--- src/rtl/core/shp_pkg.sv ---
// ----------------------------------------------------------------------------
// shp_pkg
// Shared types, constants and helpers of the stepper position and homing
// controller: coil tables, command and register codes, item structs.
// ----------------------------------------------------------------------------
package shp_pkg;

  localparam int unsigned POS_W         = 16;
  localparam int unsigned DELAY_W       = 16;
  localparam int unsigned CFG_IDX_W     = 3;
  localparam int unsigned CFG_DATA_W    = 16;
  localparam int unsigned SEARCH_MARGIN = 200;
  localparam logic [POS_W-1:0] POS_RESET = POS_W'(1000);
  localparam logic [DELAY_W-1:0] CALIB_DELAY_RESET = DELAY_W'(10);

  typedef logic [POS_W-1:0]   pos_t;
  typedef logic [DELAY_W-1:0] delay_t;

  typedef enum logic [1:0] {
    ACT_TICK = 2'd0,
    ACT_MOVE = 2'd1,
    ACT_CAL  = 2'd2
  } act_e;

  typedef enum logic [1:0] {
    MODE_IDLE   = 2'd0,
    MODE_MOVE   = 2'd1,
    MODE_SEARCH = 2'd2
  } mode_e;

  typedef enum logic [CFG_IDX_W-1:0] {
    CFG_POS_MIN     = 3'd0,
    CFG_POS_MAX     = 3'd1,
    CFG_HOME_POS    = 3'd2,
    CFG_CALIB_DELAY = 3'd3,
    CFG_TABLE_SEL   = 3'd4
  } cfg_idx_e;

  typedef struct packed {
    pos_t   pos_min;
    pos_t   pos_max;
    pos_t   home_position;
    delay_t calib_step_delay;
    logic   phase_table_select;
  } cfg_t;

  typedef struct packed {
    logic [1:0] action;
    logic [15:0] target;
    delay_t     step_delay;
    logic       end_stop;
  } item_t;

  typedef struct packed {
    logic [3:0] coils;
    pos_t       position;
    logic       busy_res;
    logic       done_res;
    logic       calib_error;
  } res_t;

  localparam logic [3:0] COIL_TABLE [2][8] = '{
    '{4'd1, 4'd3, 4'd2, 4'd6, 4'd4, 4'd12, 4'd8, 4'd9},
    '{4'd8, 4'd12, 4'd4, 4'd6, 4'd2, 4'd3, 4'd1, 4'd9}
  };

  function automatic logic [3:0] pattern_of(input logic sel, input pos_t pos);
    return COIL_TABLE[sel][pos[2:0]];
  endfunction

  function automatic delay_t nonzero(input delay_t d);
    return (d == '0) ? DELAY_W'(1) : d;
  endfunction

  function automatic pos_t clamp(input pos_t to, input pos_t lo, input pos_t hi);
    pos_t r;
    r = (to > hi) ? hi : to;
    r = (r < lo) ? lo : r;
    return r;
  endfunction

endpackage

--- src/rtl/core/shp_cfg_regs.sv ---
// ----------------------------------------------------------------------------
// shp_cfg_regs
// Configuration register file: limits, home position, calibration delay
// and coil table select.
// ----------------------------------------------------------------------------
module shp_cfg_regs (
  input  logic                          clk_i,
  input  logic                          rst_ni,
  input  logic                          cfg_valid_i,
  output logic                          cfg_ready_o,
  input  logic [shp_pkg::CFG_IDX_W-1:0] cfg_index_i,
  input  logic [shp_pkg::CFG_DATA_W-1:0] cfg_data_i,
  output shp_pkg::cfg_t                 cfg_o
);
  import shp_pkg::*;

  cfg_t cfg_q;
  cfg_t cfg_d;

  assign cfg_ready_o = 1'b1;
  assign cfg_o       = cfg_q;

  always_comb begin
    cfg_d = cfg_q;
    if (cfg_valid_i) begin
      unique case (cfg_idx_e'(cfg_index_i))
        CFG_POS_MIN:     cfg_d.pos_min            = POS_W'(cfg_data_i);
        CFG_POS_MAX:     cfg_d.pos_max            = POS_W'(cfg_data_i);
        CFG_HOME_POS:    cfg_d.home_position      = POS_W'(cfg_data_i);
        CFG_CALIB_DELAY: cfg_d.calib_step_delay   = DELAY_W'(cfg_data_i);
        CFG_TABLE_SEL:   cfg_d.phase_table_select = cfg_data_i[0];
        default: ;
      endcase
    end
  end

  always_ff @(posedge clk_i or negedge rst_ni) begin
    if (!rst_ni) begin
      cfg_q.pos_min            <= '0;
      cfg_q.pos_max            <= POS_RESET;
      cfg_q.home_position      <= '0;
      cfg_q.calib_step_delay   <= CALIB_DELAY_RESET;
      cfg_q.phase_table_select <= 1'b0;
    end else begin
      cfg_q <= cfg_d;
    end
  end

endmodule

--- src/rtl/core/shp_in_reg.sv ---
// ----------------------------------------------------------------------------
// shp_in_reg
// Input register: captures one request and holds it until the step logic
// takes it.
// ----------------------------------------------------------------------------
module shp_in_reg (
  input  logic            clk_i,
  input  logic            rst_ni,
  input  logic            in_valid_i,
  output logic            in_stall_o,
  input  shp_pkg::item_t  item_i,
  input  logic            take_i,
  output logic            valid_o,
  output shp_pkg::item_t  item_o
);
  import shp_pkg::*;

  logic  valid_q;
  logic  valid_d;
  item_t item_q;
  logic  accept;

  assign in_stall_o = valid_q && !take_i;
  assign accept     = in_valid_i && !in_stall_o;
  assign valid_d    = accept || (valid_q && !take_i);
  assign valid_o    = valid_q;
  assign item_o     = item_q;

  always_ff @(posedge clk_i or negedge rst_ni) begin
    if (!rst_ni) begin
      valid_q <= 1'b0;
    end else begin
      valid_q <= valid_d;
    end
  end

  always_ff @(posedge clk_i) begin
    if (accept) begin
      item_q <= item_i;
    end
  end

endmodule

--- src/rtl/core/shp_engine.sv ---
// ----------------------------------------------------------------------------
// shp_engine
// Motion state and the single-pass step logic: tick counting, move and
// end-stop search, one position step per step instant.
// ----------------------------------------------------------------------------
module shp_engine (
  input  logic           clk_i,
  input  logic           rst_ni,
  input  logic           step_en_i,
  input  shp_pkg::item_t item_i,
  input  shp_pkg::cfg_t  cfg_i,
  output shp_pkg::res_t  res_o
);
  import shp_pkg::*;

  mode_e      mode_q, mode_d;
  pos_t       cur_q, cur_d;
  pos_t       goal_q, goal_d;
  delay_t     tick_q, tick_d;
  delay_t     delay_q, delay_d;
  pos_t       cnt_q, cnt_d;
  logic [3:0] coil_q, coil_d;
  logic       err_q, err_d;
  logic       done;

  logic       is_idle;
  logic       cmd_move;
  logic       cmd_cal;
  delay_t     tick_inc;
  logic       hit;
  logic [POS_W:0] start_sum;
  pos_t       calib_start;
  pos_t       cnt_src;
  pos_t       cur_src;
  logic       search_go;
  logic       run_search;
  logic       search_fin;
  logic       run_move;
  pos_t       cmd_goal;
  pos_t       home_goal;
  pos_t       mv_cur;
  pos_t       mv_goal;
  logic       mv_at;
  pos_t       mv_next;
  pos_t       srch_next;

  assign is_idle   = (mode_q == MODE_IDLE);
  assign cmd_move  = is_idle && (item_i.action == ACT_MOVE);
  assign cmd_cal   = is_idle && (item_i.action == ACT_CAL);
  assign tick_inc  = tick_q + DELAY_W'(1);
  assign hit       = (tick_inc >= delay_q);

  assign start_sum   = {1'b0, cfg_i.pos_max} + (POS_W+1)'(SEARCH_MARGIN);
  assign calib_start = start_sum[POS_W] ? '1 : start_sum[POS_W-1:0];
  assign cnt_src     = is_idle ? calib_start : cnt_q;
  assign cur_src     = is_idle ? calib_start : cur_q;
  assign search_go   = (cnt_src > cfg_i.pos_min) && !item_i.end_stop;
  assign srch_next   = cur_src - POS_W'(1);

  assign run_search = cmd_cal || ((mode_q == MODE_SEARCH) && hit);
  assign search_fin = run_search && !search_go;
  assign run_move   = cmd_move || ((mode_q == MODE_MOVE) && hit) || search_fin;

  assign cmd_goal  = clamp(POS_W'(item_i.target), cfg_i.pos_min, cfg_i.pos_max);
  assign home_goal = clamp(cfg_i.home_position, cfg_i.pos_min, cfg_i.pos_max);
  assign mv_cur    = search_fin ? cfg_i.pos_min : cur_q;
  assign mv_goal   = (mode_q == MODE_MOVE) ? goal_q : (search_fin ? home_goal : cmd_goal);
  assign mv_at     = (mv_cur == mv_goal);
  assign mv_next   = (mv_cur < mv_goal) ? mv_cur + POS_W'(1) : mv_cur - POS_W'(1);

  always_comb begin
    mode_d  = mode_q;
    cur_d   = cur_q;
    goal_d  = goal_q;
    tick_d  = tick_q;
    delay_d = delay_q;
    cnt_d   = cnt_q;
    coil_d  = coil_q;
    err_d   = err_q;
    done    = 1'b0;

    unique case (mode_q)
      MODE_IDLE: begin
        if (cmd_move) begin
          goal_d  = cmd_goal;
          delay_d = nonzero(item_i.step_delay);
          tick_d  = '0;
        end else if (cmd_cal) begin
          delay_d = nonzero(cfg_i.calib_step_delay);
          tick_d  = '0;
        end
      end
      MODE_MOVE, MODE_SEARCH: begin
        tick_d = hit ? '0 : tick_inc;
      end
      default: ;
    endcase

    if (run_search && search_go) begin
      mode_d = MODE_SEARCH;
      cur_d  = srch_next;
      cnt_d  = cnt_src - POS_W'(1);
      coil_d = pattern_of(cfg_i.phase_table_select, srch_next);
    end

    if (search_fin) begin
      err_d   = !item_i.end_stop;
      goal_d  = home_goal;
      delay_d = nonzero(cfg_i.calib_step_delay);
      cnt_d   = cnt_src;
      tick_d  = '0;
    end

    if (run_move) begin
      if (mv_at) begin
        mode_d = MODE_IDLE;
        cur_d  = mv_cur;
        coil_d = 4'd0;
        done   = 1'b1;
      end else begin
        mode_d = MODE_MOVE;
        cur_d  = mv_next;
        coil_d = pattern_of(cfg_i.phase_table_select, mv_next);
        tick_d = '0;
      end
    end
  end

  assign res_o.coils       = coil_d;
  assign res_o.position    = cur_d;
  assign res_o.busy_res    = (mode_d != MODE_IDLE);
  assign res_o.done_res    = done;
  assign res_o.calib_error = err_d;

  always_ff @(posedge clk_i or negedge rst_ni) begin
    if (!rst_ni) begin
      mode_q  <= MODE_IDLE;
      cur_q   <= POS_RESET;
      goal_q  <= '0;
      tick_q  <= '0;
      delay_q <= DELAY_W'(1);
      cnt_q   <= '0;
      coil_q  <= 4'd0;
      err_q   <= 1'b0;
    end else if (step_en_i) begin
      mode_q  <= mode_d;
      cur_q   <= cur_d;
      goal_q  <= goal_d;
      tick_q  <= tick_d;
      delay_q <= delay_d;
      cnt_q   <= cnt_d;
      coil_q  <= coil_d;
      err_q   <= err_d;
    end
  end

endmodule

--- src/rtl/core/shp_out_reg.sv ---
// ----------------------------------------------------------------------------
// shp_out_reg
// Result register: holds one result until the downstream side takes it.
// ----------------------------------------------------------------------------
module shp_out_reg (
  input  logic          clk_i,
  input  logic          rst_ni,
  input  logic          load_i,
  input  shp_pkg::res_t res_i,
  output logic          free_o,
  output logic          out_valid_o,
  input  logic          out_stall_i,
  output shp_pkg::res_t res_o
);
  import shp_pkg::*;

  logic valid_q;
  logic valid_d;
  res_t res_q;

  assign free_o      = !valid_q || !out_stall_i;
  assign valid_d     = load_i || (valid_q && out_stall_i);
  assign out_valid_o = valid_q;
  assign res_o       = res_q;

  always_ff @(posedge clk_i or negedge rst_ni) begin
    if (!rst_ni) begin
      valid_q <= 1'b0;
    end else begin
      valid_q <= valid_d;
    end
  end

  always_ff @(posedge clk_i) begin
    if (load_i) begin
      res_q <= res_i;
    end
  end

endmodule

--- src/rtl/core/stepper_position_homing_ctrl_core.sv ---
// ----------------------------------------------------------------------------
// stepper_position_homing_ctrl_core
// Half-step stepper controller with absolute position tracking, clamped
// moves and end-stop calibration followed by a homing move.
// ----------------------------------------------------------------------------
//  channel | handshake                  | payload
//  --------+----------------------------+--------------------------------------
//  in      | in_valid_i / in_stall_o    | action, target, step_delay, end_stop
//  out     | out_valid_o / out_stall_i  | coils, position, busy_res, done_res,
//          |                            | calib_error
//  cfg     | cfg_valid_i / cfg_ready_o  | cfg_index_i, cfg_data_i
//
//  one request per cycle while the result is not stalled
//  the whole step runs in one pass between the input and result registers
//  reset clears all control state; position comes up at 1000, coils released
//  a stalled result holds; the input register keeps taking requests while
//  the result register has room
// ----------------------------------------------------------------------------
module stepper_position_homing_ctrl_core (
  input  logic                           clk_i,
  input  logic                           rst_ni,
  input  logic                           in_valid_i,
  output logic                           in_stall_o,
  input  logic [1:0]                     action_i,
  input  logic [15:0]                    target_i,
  input  logic [15:0]                    step_delay_i,
  input  logic                           end_stop_i,
  output logic                           out_valid_o,
  input  logic                           out_stall_i,
  output logic [3:0]                     coils_o,
  output logic [15:0]                    position_o,
  output logic                           busy_res_o,
  output logic                           done_res_o,
  output logic                           calib_error_o,
  input  logic                           cfg_valid_i,
  output logic                           cfg_ready_o,
  input  logic [shp_pkg::CFG_IDX_W-1:0]  cfg_index_i,
  input  logic [shp_pkg::CFG_DATA_W-1:0] cfg_data_i
);
  import shp_pkg::*;

  cfg_t  cfg;
  item_t in_item;
  item_t item_q;
  logic  item_valid;
  logic  out_free;
  logic  advance;
  res_t  step_res;
  res_t  res_q;

  assign in_item.action     = action_i;
  assign in_item.target     = target_i;
  assign in_item.step_delay = step_delay_i;
  assign in_item.end_stop   = end_stop_i;

  assign advance = item_valid && out_free;

  shp_cfg_regs u_cfg (
    .clk_i       (clk_i),
    .rst_ni      (rst_ni),
    .cfg_valid_i (cfg_valid_i),
    .cfg_ready_o (cfg_ready_o),
    .cfg_index_i (cfg_index_i),
    .cfg_data_i  (cfg_data_i),
    .cfg_o       (cfg)
  );

  shp_in_reg u_in (
    .clk_i      (clk_i),
    .rst_ni     (rst_ni),
    .in_valid_i (in_valid_i),
    .in_stall_o (in_stall_o),
    .item_i     (in_item),
    .take_i     (advance),
    .valid_o    (item_valid),
    .item_o     (item_q)
  );

  shp_engine u_engine (
    .clk_i     (clk_i),
    .rst_ni    (rst_ni),
    .step_en_i (advance),
    .item_i    (item_q),
    .cfg_i     (cfg),
    .res_o     (step_res)
  );

  shp_out_reg u_out (
    .clk_i       (clk_i),
    .rst_ni      (rst_ni),
    .load_i      (advance),
    .res_i       (step_res),
    .free_o      (out_free),
    .out_valid_o (out_valid_o),
    .out_stall_i (out_stall_i),
    .res_o       (res_q)
  );

  assign coils_o       = res_q.coils;
  assign position_o    = 16'(res_q.position);
  assign busy_res_o    = res_q.busy_res;
  assign done_res_o    = res_q.done_res;
  assign calib_error_o = res_q.calib_error;

`ifndef SYNTHESIS
  a_done_not_busy: assert property (@(posedge clk_i) disable iff (!rst_ni)
    out_valid_o |-> !(done_res_o && busy_res_o))
    else $error("done raised while still busy");

  a_idle_released: assert property (@(posedge clk_i) disable iff (!rst_ni)
    (out_valid_o && !busy_res_o) |-> (coils_o == 4'd0))
    else $error("coils energized while idle");

  a_busy_energized: assert property (@(posedge clk_i) disable iff (!rst_ni)
    (out_valid_o && busy_res_o) |-> (coils_o != 4'd0))
    else $error("coils released while busy");

  a_stall_cause: assert property (@(posedge clk_i) disable iff (!rst_ni)
    in_stall_o |-> (out_valid_o && out_stall_i))
    else $error("input stalled without downstream backpressure");
`endif

endmodule
--- config.mk ---
export PLATFORM = sky130hd
export DESIGN_NAME = stepper_position_homing_ctrl_core
export DESIGN_NICKNAME = d
export VERILOG_FILES = /design/src/rtl/core/shp_pkg.sv /design/src/rtl/core/shp_cfg_regs.sv /design/src/rtl/core/shp_in_reg.sv /design/src/rtl/core/shp_engine.sv /design/src/rtl/core/shp_out_reg.sv /design/src/rtl/core/stepper_position_homing_ctrl_core.sv
export SDC_FILE = /design/constraint.sdc
export NUM_CORES = 1
export LEC_CHECK = 0
export BUFFER_PORTS_ARGS = -buffer_cell sky130_fd_sc_hd__buf_2
export CELL_PAD_IN_SITES_DETAIL_PLACEMENT = 0
export CELL_PAD_IN_SITES_GLOBAL_PLACEMENT = 1
export CORE_MARGIN = 2
export CORE_UTILIZATION = 49
export CTS_CLUSTER_DIAMETER = 80
export CTS_CLUSTER_SIZE = 25
export DETAILED_ROUTE_END_ITERATION = 10
export GPL_ROUTABILITY_DRIVEN = 0
export HOLD_SLACK_MARGIN = 0.1
export PLACE_DENSITY_LB_ADDON = 0.1
export REMOVE_ABC_BUFFERS = 1
export SYNTH_ARGS = -nofsm -noshare
export SYNTH_HDL_FRONTEND = slang
export SYNTH_SLANG_ARGS = --single-unit
--- constraint.sdc ---
create_clock -name clk_i -period 12.6 [get_ports clk_i]
set_clock_uncertainty 0.2 [all_clocks]
set_input_delay 1.26 -clock clk_i [delete_from_list [all_inputs] [get_ports clk_i]]
set_output_delay 1.26 -clock clk_i [all_outputs]
set_load 0.005 [all_outputs]
[Word-level counts from Yosys, hierarchy flattened]
Cells that the tools add are included.
Operators by class
  add/subtract/negate cells: 6
  order comparisons: 10
  bitwise operators: 3
  mux-type cells: 49
  reductions and logical operators: 41
  equality and inequality tests: 9
Operators with widths (number)
  $mux 16: 31
  $mux 32: 3
  $gt 16x16->1: 3
  $lt 16x16->1: 3
  $sub 16x1->16 const B: 3
  $add 16x1->16 const B: 2
  $logic_not 16->1: 2
  $pmux 16 s2: 1
  $mux 4: 7
  $bmux 4 s3: 2
  $add 16x8->17 const B: 1
  $eq 16x16->1: 1
  $ge 16x16->1: 1
  $reduce_and 2->1: 6
  $logic_and 1x1->1: 11
  $ge 4x4->1 const B: 2
  $not 3->4: 2
  $reduce_bool 2->1: 4
  $eq 3x2->1 const B: 2
  $logic_not 1->1: 6
  $logic_or 1x1->1: 6
  $reduce_and 3->1: 2
  $eq 2x1->1 const B: 2
  $eq 2x2->1 const B: 2
  10 further kinds: 13
Storage, ports and cells
  bits of input ports: 59
  output and inout port bits: 26
  word-level logic and storage cells: 142
  register bits after elaboration: 212

[Longest topological paths before layout]
  depth in word-level cells: 17
  gate-level depth with buffers: 43
  gate-level depth less buffers: 40

[Cells and area by module]
Synthesis repeated with hierarchy kept, for this count alone.
Unflattened totals
  cells, all modules: 1540
  area total of the unflattened synthesis: 14913.1 sq um
Modules (own cells, without submodules)
  shp_engine: area each 10546.4 sq um, sequential area each 2185.8 sq um, times used 1, cells an instance 1330
  shp_cfg_regs: area each 2524.9 sq um, sequential area each 1636.6 sq um, times used 1, cells an instance 143
  shp_in_reg: area each 1108.6 sq um, sequential area each 1076.0 sq um, times used 1, cells an instance 40
  shp_out_reg: area each 726.9 sq um, sequential area each 715.7 sq um, times used 1, cells an instance 26
  stepper_position_homing_ctrl_core: area each 6.3 sq um, sequential area each 0.0 sq um, times used 1, cells an instance 1

[Worst setup path before layout]
No wires, ideal clock.
  path kind: register -> register
  start: register u_cfg.cfg_q, in the netlist u_cfg.cfg_o[42]
  end: register u_out.res_o[16] (netlist name)
  path slack: 3.681 ns
  required time: 12.139 ns
  buffers on the path: 2
  setup time: 0.261 ns
  clock period less this slack: 8.919 ns
  arrival time: 8.459 ns
  stages on the path, launching flop included: 39
  cells stage by stage: dfstp_2 -> clkbuf_2 -> inv_1 -> ha_1 -> nand4_1 -> or2_2 -> o311a_1 -> nor2_1 -> mux2_2 -> ha_1 -> a21o_1 -> a21o_1 -> a21o_1 -> a21o_1 -> a211oi_1 -> o21ai_0 -> a21oi_1 -> clkbuf_1 -> [... 3 more ...] -> ha_1 -> nor2b_1 -> o21a_1 -> o21a_1 -> o21a_1 -> o21ai_0 -> a211oi_1 -> or3_1 -> ha_1 -> or3_1 -> o21ai_0 -> inv_1 -> and2_1 -> nand4b_1 -> a31o_2 -> a21oi_1 -> xnor2_1 -> a221o_1
RTL lines
  start: declaration: line shp_cfg_regs.sv:17  | cfg_t cfg_q;
  start signal: assignment: line shp_cfg_regs.sv:45  | cfg_q <= cfg_d;

==> run summary <==
worst r2r src = u_engine.mode_q[0]$_DFFE_PN0P_
Crit. End Element = flip-flop
R2R Setup Slk = 2.19 ns
DR WL met3 = 2.431 mm
Cell Count, Final, Fillers Out = 1992
register area share after synthesis = 38.50%
grt total ovfl = 0
Buffers on Ports = 83
vias in the first global route = 11402
Slew HR = 23.26%
Post-route DRC = 0
Sink Count = 212
met1 wire length = 20.37 mm
Register-to-Register Path Depth = 34
Final min period = 10.41 ns
met2 wire len = 18.77 mm
CP Class = flip-flop to flip-flop
post-CTS setup buffers = 0
Power Density = 258.6 mW/mm^2
Initial DRC Count = 982
Pwr Total = 4.119 mW
maxcap violations = 0
WP data arrival = 10.64 ns
Final Max Tran Viols = 0
I/O pin count = 85
Finished Core Util = 54.03%
area of the mapped netlist = 0.01458 mm^2
flops & latches, synth = 212
Synth Instances = 1539
RSZ-0062 raised after global routing = no
share of cells above drive strength 1 = 15.62%
synth unique cells = 87
clk buf depth = 3
CTS tree = built
Critical Path RT = 12.84 ns
ys flop type = dfrtp_1
Slowest-stage cell, CP = nand3_2
startpoint types = flip-flop
dpl cells = 1963
post-synth top area cell = dfrtp_1
Final setup viols = 0
chip width = 176.5 um
Initial Utilization = 49.47%
core area = 0.02948 mm^2
status = completed
hold_buf cts = 0
crit path to = u_engine.cur_q[14]$_DFFE_PN0P_
antenna-violating nets left = 0
first-pass GRT wire length = 67.01 mm
VDD IR-drop max = 0.0001399 V
max layer used = met4
FF-to-FF End = u_engine.cur_q[14]$_DFFE_PN0P_
YS warnings = 0
Reg clk slew, reported paths = 0.09 ns
final WL = 42.75 mm
max incr delay on CP = 0.69 ns
worst setup path startpoint = u_engine.mode_q[0]$_DFFE_PN0P_
vias per cell = 6.048
top post-synthesis cells by area = dfrtp_1, edfxtp_1, ha_1, mux2_2, o21ai_0
EDFF count, synth = 58
initial antenna violation count = 0
Die Span Y = 176.5 um
Synth async-reset ratio = 72.64%
Cell Area, Placed = 0.01536 mm^2
DR vias = 12048
Worst Setup Slack, final = 2.194 ns
final hold violation count = 0
Static Leak = 7.032 nW
Setup Slack @ Placement = 2.396 ns
H-tree Lvls = 1
Slew @ Worst Pin = 1.150 ns
Synth top area share = 23.85%
fmax = 0.09609 GHz
DIE AREA = 0.03116 mm^2
DRT Pass-1 Iters = 6
Tot GR Track Use = 27.71%
Final period util = 82.59%
Layout Area Growth over Synthesis = 9.232%
Worst Hold Class = flip-flop to flip-flop
pin count of the biggest net entering global routing = 87
post-CTS sizing = 0
setup TNS = 0 ns
Routed wire per std cell = 21.46 um
Final HPWL DP = 32.31 mm
critical path fanouts, max = 36
Rows = 63
Worst-Skew Late Latency = 0.53 ns
nets@finish = 1783
Hold WS = 0.2791 ns
design area = 0.01593 mm^2
TritonCTS Buffers = 16
most used cell, CP = ha_1
root buffer cell = clkbuf_16
Mapped Avg Cell Area = 9.475 um^2
-- layout make-up --
cell class                      count  area (um^2)
Fill cell                        2775        13550
Multi-Input combinational cell   1187         8427
Sequential cell                   212         5614
Timing Repair Buffer              102        564.3
Tap cell                          390        488.0
Clock buffer                       17        404.1
Inverter                           72        270.3
Clock inverter                     11        158.9
Antenna cell                        1        2.502
-- critical path: cells and delay by family (launching register included) --
family	cells	cell delay, ns
compound gates	19	5.12
simple gates	5	1.67
fa+ha+maj	4	1.18
buf+inv	3	1.05
mux	2	0.47
flops	1	0.43
xor+xnor	1	0.15
-- worst min path at each step --
stage / from / endpoint / cells after the start / slack (ns)
global placement: u_engine.cnt_q[5]$_DFFE_PN0P_ / u_engine.cnt_q[5]$_DFFE_PN0P_ / 2 / 0.26
CTS: u_engine.cnt_q[12]$_DFFE_PN0P_ / u_engine.cnt_q[12]$_DFFE_PN0P_ / 2 / 0.29
floorplan: u_engine.cnt_q[13]$_DFFE_PN0P_ / u_engine.cnt_q[13]$_DFFE_PN0P_ / 2 / 0.24
detailed placement: u_engine.cnt_q[12]$_DFFE_PN0P_ / u_engine.cnt_q[12]$_DFFE_PN0P_ / 2 / 0.27
finish: u_engine.cnt_q[12]$_DFFE_PN0P_ / u_engine.cnt_q[12]$_DFFE_PN0P_ / 2 / 0.28
global route: u_engine.cnt_q[12]$_DFFE_PN0P_ / u_engine.cnt_q[12]$_DFFE_PN0P_ / 2 / 0.31
-- flip-flops by register name, indices dropped and copies added, names as in the netlist --
| register | flops |
|---|---|
| u_engine.delay_q | 16 |
| u_engine.coil_q | 4 |
| u_engine.goal_q | 16 |
| u_engine.err_q | 1 |
| u_engine.tick_q | 16 |
| u_cfg.cfg_o | 65 |
| u_engine.mode_q | 2 |
| u_engine.cnt_q | 16 |
| u_in.valid_o | 1 |
| u_out.res_o | 23 |
| u_in.item_o | 35 |
| u_engine.cur_q | 16 |
| u_out.out_valid_o | 1 |
-- cell usage in the layout, fill, tap and decap left out, types with 13 or more instances in the layout --
master	Yosys	routed
dfstp_2	15	15
nand4_1	19	19
a21oi_1	85	85
nand3_1	37	36
edfxtp_1	58	58
nand2_1	151	151
and3_1	20	20
clkbuf_16	0	16
o21ai_0	139	139
dfrtp_1	139	139
nor4_1	13	13
a22oi_1	18	18
mux2i_1	39	39
inv_1	71	70
xnor2_1	32	32
buf_4	3	19
xor2_1	21	21
nor2b_1	16	16
a211oi_1	19	19
a221oi_1	17	17
a21o_1	29	29
mux2_2	76	76
o211ai_1	13	13
ha_1	132	132
nor3_1	26	24
a31oi_1	17	16
buf_2	10	82
nor2_1	111	110
-- logic make-up after synthesis --
logic type / Yosys count / share of synthesized area (%)
xor+xnor: 53 / 3.183
simple gates: 462 / 15.41
buf+inv: 140 / 3.878
mux: 116 / 8.649
flops: 212 / 38.50
compound gates: 422 / 18.89
other cells: 1 / 0.02572
fa+ha+maj: 133 / 11.46
-- metal layers --
metal / track usage (%) / vias up
li1: - / 5782
met1: 41.85 / 5817
met2: 41.98 / 390
met3: 3.144 / 59
met4: 7.438 / 0
met5: 0 / -
-- report_power, final --
| part | switching, mW | internal [mW] | leakage [nW] |
|---|---|---|---|
| Combinational | 1.48 | 0.991 | 4.34 |
| Sequential | 0.162 | 0.929 | 2.42 |
| Clock | 0.304 | 0.258 | 0.269 |
-- cells in the mapped netlist (21+ instances only) --
cell type  count
edfxtp_1      58
a21oi_1       85
ha_1         132
nor2_1       111
nand2_1      151
mux2_2        76
o21ai_0      139
nand3_1       37
inv_1         71
nor3_1        26
clkbuf_1      48
xnor2_1       32
dfrtp_1      139
mux2i_1       39
xor2_1        21
a21o_1        29
Power figures use the tool's default switching activity.
